===== src/hdl/assert_macros.svh =====
// Assertion helpers for the RTL.
`ifndef ASSERT_MACROS_SVH
`define ASSERT_MACROS_SVH

// Check a property on every rising edge outside reset.
`define ASSERT_AT(lbl, clk, rst_n, prop, msg) \
  lbl: assert property (@(posedge clk) disable iff (!rst_n) prop) else $error(msg);

// Check that a condition never holds outside reset.
`define ASSERT_NEVER(lbl, clk, rst_n, cond, msg) \
  lbl: assert property (@(posedge clk) disable iff (!rst_n) !(cond)) else $error(msg);

`endif


===== src/hdl/cle_pkg.sv =====
package cle_pkg;

  localparam int CFG_IDX_W   = 2;
  localparam int CFG_DATA_W  = 16;
  localparam int STORE_BYTES = 10;
  localparam int STORE_IDX_W = 4;

  typedef enum logic [CFG_IDX_W-1:0] {
    CFG_ERROR_TIMEOUT = 2'd0,
    CFG_REPLY_DELAY   = 2'd1,
    CFG_RETRY_DELAY   = 2'd2,
    CFG_IDLE_LIMIT    = 2'd3
  } cfg_reg_t;

  localparam logic [15:0] RST_ERROR_TIMEOUT = 16'd100;
  localparam logic [15:0] RST_REPLY_DELAY   = 16'd10;
  localparam logic [15:0] RST_RETRY_DELAY   = 16'd20;
  localparam logic [7:0]  RST_IDLE_LIMIT    = 8'hFE;
  localparam logic [15:0] RST_REPLY_COUNT   = 16'd100;

  localparam logic [7:0] CRC_POLY   = 8'h07;
  localparam logic [7:0] SOF_RX     = 8'h5A;
  localparam logic [7:0] SOF_TX     = 8'hA5;
  localparam logic [7:0] ID_HS      = 8'hE1;
  localparam logic [7:0] ID_DATA    = 8'hD2;
  localparam logic [7:0] LEN_HS     = 8'h04;
  localparam logic [7:0] LEN_DATA   = 8'h06;
  localparam logic [7:0] SPD_ECO    = 8'h00;
  localparam logic [7:0] SPD_MAX    = 8'h0e;
  localparam logic [7:0] SPD_MAX4   = 8'h0f;
  localparam logic [7:0] SPD_OTHER  = 8'h10;
  localparam logic [7:0] DATA_FILL  = 8'd135;
  localparam logic [7:0] PROT_LOW   = 8'h00;
  localparam logic [7:0] PROT_MID   = 8'h40;
  localparam logic [7:0] PROT_HIGH  = 8'hC0;
  localparam logic [7:0] CODE_LIMIT = 8'd7;

  localparam logic [2:0] SPEED_STOP = 3'd0;
  localparam logic [2:0] SPEED_ECO  = 3'd1;
  localparam logic [2:0] SPEED_MAX  = 3'd2;
  localparam logic [2:0] SPEED_MAX4 = 3'd3;
  localparam logic [1:0] PROT_CODE_LOW = 2'd0;
  localparam logic [1:0] PROT_CODE_MID = 2'd1;

  localparam int MIN_BYTES  = 3;
  localparam int HS_BYTES   = 8;
  localparam int DATA_BYTES = 10;
  localparam int CRC7_AT    = 7;
  localparam int CRC9_AT    = 9;

  localparam logic [2:0] TX_LAST_POS = 3'd7;

  typedef struct packed {
    logic       mode;
    logic [7:0] rx_byte;
    logic       rx_last;
    logic [2:0] speed_level;
    logic [1:0] protect_level;
    logic [7:0] rx_delay_load;
  } in_item_t;

  typedef struct packed {
    logic       tx_valid;
    logic [7:0] tx_byte;
    logic       tx_last;
    logic [7:0] send_seq;
    logic       rx_enable;
    logic       comm_error;
    logic [2:0] comp_error;
    logic       handshake_done;
    logic       frame_accepted;
  } out_item_t;

  // One queued job: either a single status result or a whole transmit frame.
  typedef struct packed {
    logic       send;
    logic [2:0] speed_level;
    logic [1:0] protect_level;
    logic [7:0] send_seq;
    logic       rx_enable;
    logic       comm_error;
    logic [2:0] comp_error;
    logic       handshake_done;
    logic       frame_accepted;
  } job_t;

  function automatic logic [7:0] crc_step(input logic [7:0] crc, input logic [7:0] b);
    logic [7:0] c;
    c = crc ^ b;
    for (int i = 0; i < 8; i++) begin
      c = c[7] ? ((c << 1) ^ CRC_POLY) : (c << 1);
    end
    return c;
  endfunction

endpackage


===== src/hdl/compressor_link_frame_engine_unit.sv =====
// Channel   Handshake            Payload
// input     in_push / in_full    in_item   (tick or received frame byte)
// result    out_pop / out_empty  out_item  (status, transmit frame byte)
// config    cfg_we               cfg_index, cfg_data
//
// One item is taken per cycle until the job queue between front and back fills.
// A byte or a quiet tick gives one result; a sending tick gives eight results,
// one per cycle from the back end while out_pop is held; meanwhile new items still enter the job queue.
// Synchronous active-low reset; no clearing pass, the block is ready at once.
// A stalled result side fills the job queue and then raises in_full.
`include "assert_macros.svh"

module compressor_link_frame_engine_unit import cle_pkg::*; #(
  parameter int FRAME_BYTES = 10,
  parameter int QUEUE_DEPTH = 4
) (
  input  logic                  clk,
  input  logic                  rst_n,
  input  logic                  in_push,
  output logic                  in_full,
  input  in_item_t              in_item,
  output logic                  out_empty,
  input  logic                  out_pop,
  output out_item_t             out_item,
  input  logic                  cfg_we,
  input  logic [CFG_IDX_W-1:0]  cfg_index,
  input  logic [CFG_DATA_W-1:0] cfg_data
);

  logic in_acc;
  job_t front_job, q_data;
  logic q_empty, q_pop;

  // Accept an item whenever the queue has room.
  assign in_acc = in_push && !in_full;

  // Front: classify the item, advance link state, build one job.
  cle_front #(.FRAME_BYTES(FRAME_BYTES)) u_front (
    .clk       (clk),
    .rst_n     (rst_n),
    .cfg_we    (cfg_we),
    .cfg_index (cfg_index),
    .cfg_data  (cfg_data),
    .acc       (in_acc),
    .item      (in_item),
    .job       (front_job)
  );

  // Queue: hold jobs while the result side stalls.
  cle_queue #(.DEPTH(QUEUE_DEPTH)) u_queue (
    .clk   (clk),
    .rst_n (rst_n),
    .push  (in_acc),
    .wdata (front_job),
    .full  (in_full),
    .pop   (q_pop),
    .rdata (q_data),
    .empty (q_empty)
  );

  // Back: expand each job into its results, computing the frame CRC serially.
  cle_back u_back (
    .clk       (clk),
    .rst_n     (rst_n),
    .q_empty   (q_empty),
    .q_data    (q_data),
    .q_pop     (q_pop),
    .out_empty (out_empty),
    .out_pop   (out_pop),
    .out_item  (out_item)
  );

  // A result that does not end its item must be a frame byte.
  `ASSERT_NEVER(a_mid_is_tx, clk, rst_n, !out_empty && !out_item.tx_last && !out_item.tx_valid, "non-final result without frame byte")
  // A frame is only accepted once the link is up.
  `ASSERT_NEVER(a_acc_link, clk, rst_n, !out_empty && out_item.frame_accepted && !out_item.handshake_done, "accepted frame without handshake")
  // A frame in progress keeps the result side busy.
  `ASSERT_AT(a_frame_cont, clk, rst_n, (out_pop && !out_empty && !out_item.tx_last) |=> !out_empty, "frame broken off")

endmodule


===== src/hdl/cle_front.sv =====
module cle_front import cle_pkg::*; #(
  parameter int FRAME_BYTES = 10
) (
  input  logic                  clk,
  input  logic                  rst_n,
  input  logic                  cfg_we,
  input  logic [CFG_IDX_W-1:0]  cfg_index,
  input  logic [CFG_DATA_W-1:0] cfg_data,
  input  logic                  acc,
  input  in_item_t              item,
  output job_t                  job
);

  localparam int IDX_W = $clog2(FRAME_BYTES + 1);

  logic [15:0] err_timeout_r, reply_delay_r, retry_delay_r;
  logic [7:0]  idle_limit_r;

  logic        link_r, link_nxt;
  logic [7:0]  seq_r, seq_nxt;
  logic [15:0] reply_r, reply_nxt;
  logic [7:0]  idle_r, idle_nxt;
  logic [15:0] silence_r, silence_nxt;
  logic [7:0]  reen_r, reen_nxt;
  logic [IDX_W-1:0] idx_r, idx_nxt;
  logic [7:0]  crc_r, crc_nxt, c7_r, c7_nxt, c9_r, c9_nxt;
  logic        eflag_r, eflag_nxt;
  logic [2:0]  code_r, code_nxt;
  logic        rx_on_r, rx_on_nxt;
  logic [7:0]  frame_r [STORE_BYTES];
  logic [7:0]  frame_nxt [STORE_BYTES];
  logic        pass, send;

  // Configuration registers.
  always_ff @(posedge clk) begin
    if (!rst_n) begin
      err_timeout_r <= RST_ERROR_TIMEOUT;
      reply_delay_r <= RST_REPLY_DELAY;
      retry_delay_r <= RST_RETRY_DELAY;
      idle_limit_r  <= RST_IDLE_LIMIT;
    end else if (cfg_we) begin
      case (cfg_reg_t'(cfg_index))
        CFG_ERROR_TIMEOUT: err_timeout_r <= cfg_data;
        CFG_REPLY_DELAY:   reply_delay_r <= cfg_data;
        CFG_RETRY_DELAY:   retry_delay_r <= cfg_data;
        CFG_IDLE_LIMIT:    idle_limit_r  <= cfg_data[7:0];
        default: ;
      endcase
    end
  end

  always_comb begin
    link_nxt    = link_r;
    seq_nxt     = seq_r;
    reply_nxt   = reply_r;
    idle_nxt    = idle_r;
    silence_nxt = silence_r;
    reen_nxt    = reen_r;
    idx_nxt     = idx_r;
    crc_nxt     = crc_r;
    c7_nxt      = c7_r;
    c9_nxt      = c9_r;
    eflag_nxt   = eflag_r;
    code_nxt    = code_r;
    rx_on_nxt   = rx_on_r;
    frame_nxt   = frame_r;
    pass        = 1'b0;
    send        = 1'b0;
    if (acc) begin
      if (item.mode) begin
        if (rx_on_r) begin
          if (idx_r < IDX_W'(FRAME_BYTES)) begin
            if (idx_r < IDX_W'(STORE_BYTES)) begin
              frame_nxt[idx_r[STORE_IDX_W-1:0]] = item.rx_byte;
            end
            crc_nxt = crc_step(crc_r, item.rx_byte);
            idx_nxt = idx_r + IDX_W'(1);
            if (idx_nxt == IDX_W'(CRC7_AT)) c7_nxt = crc_nxt;
            if (idx_nxt == IDX_W'(CRC9_AT)) c9_nxt = crc_nxt;
          end
          if (item.rx_last) begin
            // Judge the frame on its byte count and captured checks.
            if (idx_nxt >= IDX_W'(MIN_BYTES) && frame_nxt[0] == SOF_RX) begin
              if (!link_r) begin
                if (idx_nxt >= IDX_W'(HS_BYTES) && frame_nxt[1] == ID_HS &&
                    frame_nxt[2] == LEN_HS && c7_nxt == frame_nxt[7]) begin
                  link_nxt = 1'b1;
                  pass     = 1'b1;
                end
              end else if (idx_nxt >= IDX_W'(DATA_BYTES) && frame_nxt[1] == ID_DATA &&
                           frame_nxt[2] == LEN_DATA && c9_nxt == frame_nxt[9]) begin
                code_nxt = (frame_nxt[8] < CODE_LIMIT) ? frame_nxt[8][2:0] : 3'd0;
                pass     = 1'b1;
              end
            end
            if (pass) begin
              silence_nxt = err_timeout_r;
              reply_nxt   = reply_delay_r;
              eflag_nxt   = 1'b0;
            end
            idx_nxt = '0;
            crc_nxt = '0;
          end
        end
      end else begin
        if (item.rx_delay_load != 8'd0) reen_nxt = item.rx_delay_load;
        if (silence_r != 16'd0) begin
          silence_nxt = silence_r - 16'd1;
        end else begin
          eflag_nxt   = 1'b1;
          silence_nxt = err_timeout_r;
        end
        if (reply_r != 16'd0) begin
          reply_nxt = reply_r - 16'd1;
          idle_nxt  = 8'd0;
          if (reply_r == 16'd1) begin
            rx_on_nxt = 1'b0;
            seq_nxt   = seq_r + 8'd1;
            send      = 1'b1;
          end
        end else begin
          idle_nxt = idle_r + 8'd1;
          if (idle_nxt >= idle_limit_r) begin
            idle_nxt  = 8'd0;
            reply_nxt = retry_delay_r;
          end
        end
        if (reen_nxt != 8'd0) begin
          reen_nxt = reen_nxt - 8'd1;
          if (reen_nxt == 8'd0) rx_on_nxt = 1'b1;
        end
      end
    end
    job.send           = send;
    job.speed_level    = item.speed_level;
    job.protect_level  = item.protect_level;
    job.send_seq       = seq_nxt;
    job.rx_enable      = rx_on_nxt;
    job.comm_error     = eflag_nxt;
    job.comp_error     = code_nxt;
    job.handshake_done = link_nxt;
    job.frame_accepted = pass;
  end

  always_ff @(posedge clk) begin
    if (!rst_n) begin
      link_r    <= 1'b0;
      seq_r     <= 8'd0;
      reply_r   <= RST_REPLY_COUNT;
      idle_r    <= 8'd0;
      silence_r <= RST_ERROR_TIMEOUT;
      reen_r    <= 8'd0;
      idx_r     <= '0;
      crc_r     <= 8'd0;
      c7_r      <= 8'd0;
      c9_r      <= 8'd0;
      eflag_r   <= 1'b0;
      code_r    <= 3'd0;
      rx_on_r   <= 1'b1;
    end else begin
      link_r    <= link_nxt;
      seq_r     <= seq_nxt;
      reply_r   <= reply_nxt;
      idle_r    <= idle_nxt;
      silence_r <= silence_nxt;
      reen_r    <= reen_nxt;
      idx_r     <= idx_nxt;
      crc_r     <= crc_nxt;
      c7_r      <= c7_nxt;
      c9_r      <= c9_nxt;
      eflag_r   <= eflag_nxt;
      code_r    <= code_nxt;
      rx_on_r   <= rx_on_nxt;
    end
  end

  // Frame bytes carry no reset; they are judged only once written.
  always_ff @(posedge clk) begin
    frame_r <= frame_nxt;
  end

endmodule


===== src/hdl/cle_queue.sv =====
module cle_queue import cle_pkg::*; #(
  parameter int DEPTH = 4
) (
  input  logic clk,
  input  logic rst_n,
  input  logic push,
  input  job_t wdata,
  output logic full,
  input  logic pop,
  output job_t rdata,
  output logic empty
);

  localparam int PW = $clog2(DEPTH);
  localparam int CW = $clog2(DEPTH + 1);

  job_t          mem_r [DEPTH];
  logic [PW-1:0] wp_r, rp_r;
  logic [CW-1:0] cnt_r;
  logic          do_push, do_pop;

  assign full    = (cnt_r == CW'(DEPTH));
  assign empty   = (cnt_r == '0);
  assign do_push = push && !full;
  assign do_pop  = pop && !empty;
  assign rdata   = mem_r[rp_r];

  always_ff @(posedge clk) begin
    if (!rst_n) begin
      wp_r  <= '0;
      rp_r  <= '0;
      cnt_r <= '0;
    end else begin
      if (do_push) wp_r <= (wp_r == PW'(DEPTH - 1)) ? '0 : wp_r + PW'(1);
      if (do_pop)  rp_r <= (rp_r == PW'(DEPTH - 1)) ? '0 : rp_r + PW'(1);
      cnt_r <= cnt_r + CW'(do_push) - CW'(do_pop);
    end
  end

  always_ff @(posedge clk) begin
    if (do_push) mem_r[wp_r] <= wdata;
  end

endmodule


===== src/hdl/cle_back.sv =====
module cle_back import cle_pkg::*; (
  input  logic      clk,
  input  logic      rst_n,
  input  logic      q_empty,
  input  job_t      q_data,
  output logic      q_pop,
  output logic      out_empty,
  input  logic      out_pop,
  output out_item_t out_item
);

  job_t       job_r;
  logic       busy_r;
  logic [2:0] k_r;
  logic [7:0] crc_r;
  logic [7:0] fbyte;
  logic       last, load;

  // Frame byte at position k, before the trailing CRC.
  always_comb begin
    fbyte = 8'h00;
    case (k_r)
      3'd0: fbyte = SOF_TX;
      3'd1: fbyte = job_r.handshake_done ? ID_DATA : ID_HS;
      3'd2: fbyte = LEN_HS;
      3'd3: fbyte = (job_r.handshake_done && job_r.speed_level != SPEED_STOP) ? 8'h01 : 8'h00;
      3'd4: begin
        if (job_r.handshake_done) begin
          case (job_r.speed_level)
            SPEED_MAX:  fbyte = SPD_MAX;
            SPEED_ECO:  fbyte = SPD_ECO;
            SPEED_MAX4: fbyte = SPD_MAX4;
            default:    fbyte = SPD_OTHER;
          endcase
        end
      end
      3'd5: fbyte = job_r.handshake_done ? DATA_FILL : 8'h00;
      3'd6: begin
        if (job_r.handshake_done) begin
          case (job_r.protect_level)
            PROT_CODE_LOW: fbyte = PROT_LOW;
            PROT_CODE_MID: fbyte = PROT_MID;
            default:       fbyte = PROT_HIGH;
          endcase
        end
      end
      default: fbyte = 8'h00;
    endcase
  end

  assign last      = !job_r.send || (k_r == TX_LAST_POS);
  assign out_empty = !busy_r;
  assign load      = !busy_r || (out_pop && last);
  assign q_pop     = load && !q_empty;

  always_comb begin
    out_item.tx_valid       = job_r.send;
    out_item.tx_byte        = !job_r.send ? 8'h00 : ((k_r == TX_LAST_POS) ? crc_r : fbyte);
    out_item.tx_last        = last;
    out_item.send_seq       = job_r.send_seq;
    out_item.rx_enable      = job_r.rx_enable;
    out_item.comm_error     = job_r.comm_error;
    out_item.comp_error     = job_r.comp_error;
    out_item.handshake_done = job_r.handshake_done;
    out_item.frame_accepted = job_r.frame_accepted;
  end

  always_ff @(posedge clk) begin
    if (!rst_n) begin
      busy_r <= 1'b0;
      k_r    <= 3'd0;
      crc_r  <= 8'd0;
    end else if (load) begin
      busy_r <= !q_empty;
      k_r    <= 3'd0;
      crc_r  <= 8'd0;
    end else if (out_pop) begin
      k_r    <= k_r + 3'd1;
      crc_r  <= crc_step(crc_r, fbyte);
    end
  end

  always_ff @(posedge clk) begin
    if (q_pop) job_r <= q_data;
  end

endmodule

===== config.mk =====
export PLATFORM = sky130hd
export DESIGN_NAME = compressor_link_frame_engine_unit
export DESIGN_NICKNAME = d
export VERILOG_FILES = /design/src/hdl/cle_pkg.sv /design/src/hdl/compressor_link_frame_engine_unit.sv /design/src/hdl/cle_front.sv /design/src/hdl/cle_queue.sv /design/src/hdl/cle_back.sv
export VERILOG_INCLUDE_DIRS = /design/src /design/src/hdl
export SDC_FILE = /design/constraint.sdc
export NUM_CORES = 1
export LEC_CHECK = 0
export BUFFER_PORTS_ARGS = -buffer_cell sky130_fd_sc_hd__buf_4
export CELL_PAD_IN_SITES_DETAIL_PLACEMENT = 0
export CELL_PAD_IN_SITES_GLOBAL_PLACEMENT = 1
export CORE_AREA = 2 2 182 184
export DETAILED_ROUTE_END_ITERATION = 7
export DIE_AREA = 0 0 184 186
export GPL_TIMING_DRIVEN = 0
export PLACE_DENSITY_LB_ADDON = 0.1
export RECOVER_POWER = 25
export SLEW_MARGIN = 0
export SYNTH_ARGS = -nofsm -noshare
export SYNTH_HDL_FRONTEND = slang
export SYNTH_HIERARCHICAL = 1
export SYNTH_SLANG_ARGS = --single-unit

===== constraint.sdc =====
create_clock -name clk -period 4.42 [get_ports clk]
set_input_delay 0.663 -clock clk [delete_from_list [all_inputs] [get_ports clk]]
set_output_delay 0.663 -clock clk [all_outputs]
set_load 0.02 [all_outputs]

==> results.yml <==
synth:
  synth_edf_count: 153
  synth_cell_types: 93
  yosys.area.top_type: "edfxtp_1"
  async_flop_share_pct: 0
  syn_area_um2: 15900
  synth_flop_cell: "dfxtp_1"
  syn_area_per_cell_um2: 10.5
  yosysSeqAreaShare_pct: 49.8
  synth_fp_nets: 1595
  ys_warn_count: 6
  synth_area_leaders: "edfxtp_1 (29%), dfxtp_1 (21%), nand2_1 (4.0%), a21oi_1 (3.8%), mux4_2 (3.0%)"
  synth_top_area_share_pct: 28.8
  ys_ff_latch: 320
  syn_inst: 1514
grt:
  grtUsageTotal_pct: 23.0
  grt_pass1_vias: 10900
  grt_pass1_wl_mm: 61.1
  antenna_found_initial: 0
  grt_max_degree: 55
  overflow: 0
die:
  die_area_um2: 34200
  fp-row-count: 66
  chipWidth_um: 184
  coreArea_um2: 32200
  start_util_pct: 49.5
  io_pins: 73
  die_y_um: 186
sta:
  slew_violations: 0
  worst_slew_pin_slew_ns: 0.953
  finalCritPeriodShare_pct: 88.1
  fin_worst_skew_ns: 0.0183
  setup_violations: 0
  rsz0062_at_grt: "no"
  hold_violations: 0
  layout_min_cycle_time_ns: 3.89
  max-slew-margin-rel_pct: 36.4
  fmax_ghz: 0.257
  worst_slack_ns: 0.526
drt:
  dr_wl_met2_mm: 18.7
  drt-initial-drc-count: 715
  vias: 11600
  firstDrtPassIters: 5
  drc: 0
  ant_nets: 0
  wl_met3_mm: 1.78
  top_layer_used: "met4"
  via_per_inst: 5.64
  avgRoutedWirePerCell_um: 19.1
  wl_met1_mm: 18.2
  wirelength_mm: 39.2
place:
  port_buffers: 61
  place_congestion: 0.861
  dpl.hpwl_mm: 27.8
  dp_slack_ns: 0.141
clock_network:
  clock_path_buffers: 3
  cts_tree: "built"
  insertion_delay_ns: 0.51
  htreeDepth: 2
  cts_made_buffers: 36
  cts.sinks: 320
  cts_setup_buffers: 0
  holdBufCountCts: 0
  cts_resized: 0
  cts-root-buf: "clkbuf_16"
  clk_pin_slew_ns: 0.06
critical_path:
  critPathBufInv: 4
  cp.arrival_ns: 4.25
  critPathMaxFanout: 10
  endpoint_kind: "flip-flop"
  cp_slowest_cell: "mux2i_1"
  critPathLaunchType: "flip-flop"
  crit_type: "flip-flop to flip-flop"
  crit_path_frequent_cell: "buf_6"
  crit_chain: "buf_6 > inv_1 > ha_1 > nor4bb_1 > clkbuf_1 > mux2i_1 > xnor2_1 > a2111oi_0 > a21oi_1 > and4b_2 > a41oi_4 > o21a_1 > buf_6 > a2111oi_2 > nor3_1"
  path_delay_family: "compound AO/OA/AOI/OAI gates"
  critPathMaxStageDelay_ns: 0.51
  required_ns: 4.78
cells_and_area:
  layout_commonest_cell: "nand2_1"
  fin_nets: 1695
  antenna_cells: 0
  synthToLayoutAreaGrowth_pct: 12.8
  drive_gt1_share_pct: 15.0
  fin_util_pct: 55.8
  most-common-layout-cells: "nand2_1 (169), dfxtp_1 (167), edfxtp_1 (153), a21oi_1 (120), nor2_1 (119)"
pwr:
  p_leak_nw: 6.45
  ir_worst_vdd_v: 0.000243
  pwr_density_cell_nw_per_um2: 469
outcome:
  status: "finished clean"
flow_run:
  cap_violations: 0
min_path:
  hold_path.class: "primary input to flip-flop"
## cells by family (layout without fill, tap and decap cells)
family / Yosys count / count (layout) / share of synthesized area (%)
flops: 320 / 320 / 49.8
buf+inv: 165 / 291 / 5.13
mux: 98 / 98 / 8.12
xor+xnor: 87 / 87 / 5.70
compound gates: 316 / 316 / 13.4
fa+ha+maj: 35 / 35 / 2.79
simple gates: 493 / 493 / 15.1
## cells in the mapped netlist, types with 14 or more instances
master,n
nand2_1,169
dfxtp_1,167
edfxtp_1,153
a21oi_1,120
nor2_1,120
clkbuf_1,56
inv_1,49
xnor2_1,46
mux2_2,41
o21ai_0,37
mux2i_1,36
ha_1,34
buf_4,33
nand3_1,33
nor3_1,33
xor2_1,28
and2_1,27
a211oi_1,24
mux4_2,21
o211ai_1,17
or3_1,15
a22oi_1,14
## power by group
group	internal, W	switching (W)
Combinational	0.000791	0.00106
Clock	0.00172	0.00116
Sequential	0.00351	0.000195
## worst register-to-register path, stage by stage, from the launching register on
cell	delay, ns
dfxtp_1	0.33
buf_6	0.14
inv_1	0.08
ha_1	0.15
nor4bb_1	0.19
clkbuf_1	0.47
mux2i_1	0.52
xnor2_1	0.11
a2111oi_0	0.35
a21oi_1	0.11
and4b_2	0.38
a41oi_4	0.08
o21a_1	0.27
buf_6	0.18
a2111oi_2	0.31
nor3_1	0.08
## metal layers
| metal | vias to the layer above | global-route usage [%] |
|---|---|---|
| li1 | 5664 | - |
| met1 | 5593 | 31.7 |
| met2 | 255 | 39.1 |
| met3 | 45 | 3.11 |
| met4 | 0 | 4.67 |
| met5 | - | 0 |
## sequential cells by signal, indices dropped and copies added (netlist names), 2 cells and up, named ones only
| signal | flops |
|---|---|
| u_front/idle_limit_r | 8 |
| u_front/reply_r | 16 |
| u_front/c9_r | 8 |
| u_front/idx_r | 4 |
| u_back/k_r | 3 |
| u_front/silence_r | 16 |
| u_front/code_r | 3 |
| u_back/crc_r | 8 |
| u_front/retry_delay_r | 16 |
| u_front/crc_r | 8 |
| u_back/job_r | 5 |
| u_front/seq_r | 8 |
| u_front/c7_r | 8 |
| u_front/err_timeout_r | 16 |
| u_queue/wp_r | 2 |
| u_queue/cnt_r | 3 |
| u_front/reply_delay_r | 16 |
| u_queue/mem_r | 84 |
| u_front/reen_r | 8 |
| u_front/idle_r | 8 |
| u_queue/rp_r | 2 |
| u_front/frame_r | 48 |
| u_back/out_item | 16 |
## layout make-up
cell class / instances / area, µm²
buffer: 113 / 579
clock buffer: 48 / 1010
timing repair buffer: 62 / 435
inverter: 52 / 196
tap: 408 / 510
sequential: 320 / 7940
clock inverter: 16 / 135
fill: 2893 / 14200
multi-input combinational: 1029 / 7180
## stage by stage
| stage | setup TNS [ns] | instances | hold WS (ns) | power, W | cell area [µm²] |
|---|---|---|---|---|---|
| after floorplan | 0 | 1514 | 0.433 | 0.00506 | 15900 |
| after detailed placement | 0 | 1984 | 0.452 | 0.00569 | 16900 |
| after CTS | 0 | 2048 | 0.341 | 0.00859 | 18100 |
| after global routing | 0 | 2048 | 0.404 | 0.00883 | 18000 |
| final | 0 | 2048 | 0.420 | 0.00843 | 18000 |
| after global placement | -0.422 | 1983 | 0.444 | 0.00564 | 16900 |
## worst paths after layout
path | cells past startpoint | endpoint | start | slack (ns)
setup / recovery | 15 | u_front/reply_r[11] | u_front/idx_r[1] | 0.53
hold / removal | 2 | u_front/idx_r[3] | in_item[13] | 0.42
hold reg to reg | 2 | u_front/reply_delay_r[12] | u_front/reply_delay_r[12] | 0.46
setup reg to reg | 15 | u_front/reply_r[11] | u_front/idx_r[1] | 0.53
No activity file was read; power rests on OpenSTA's default activity.
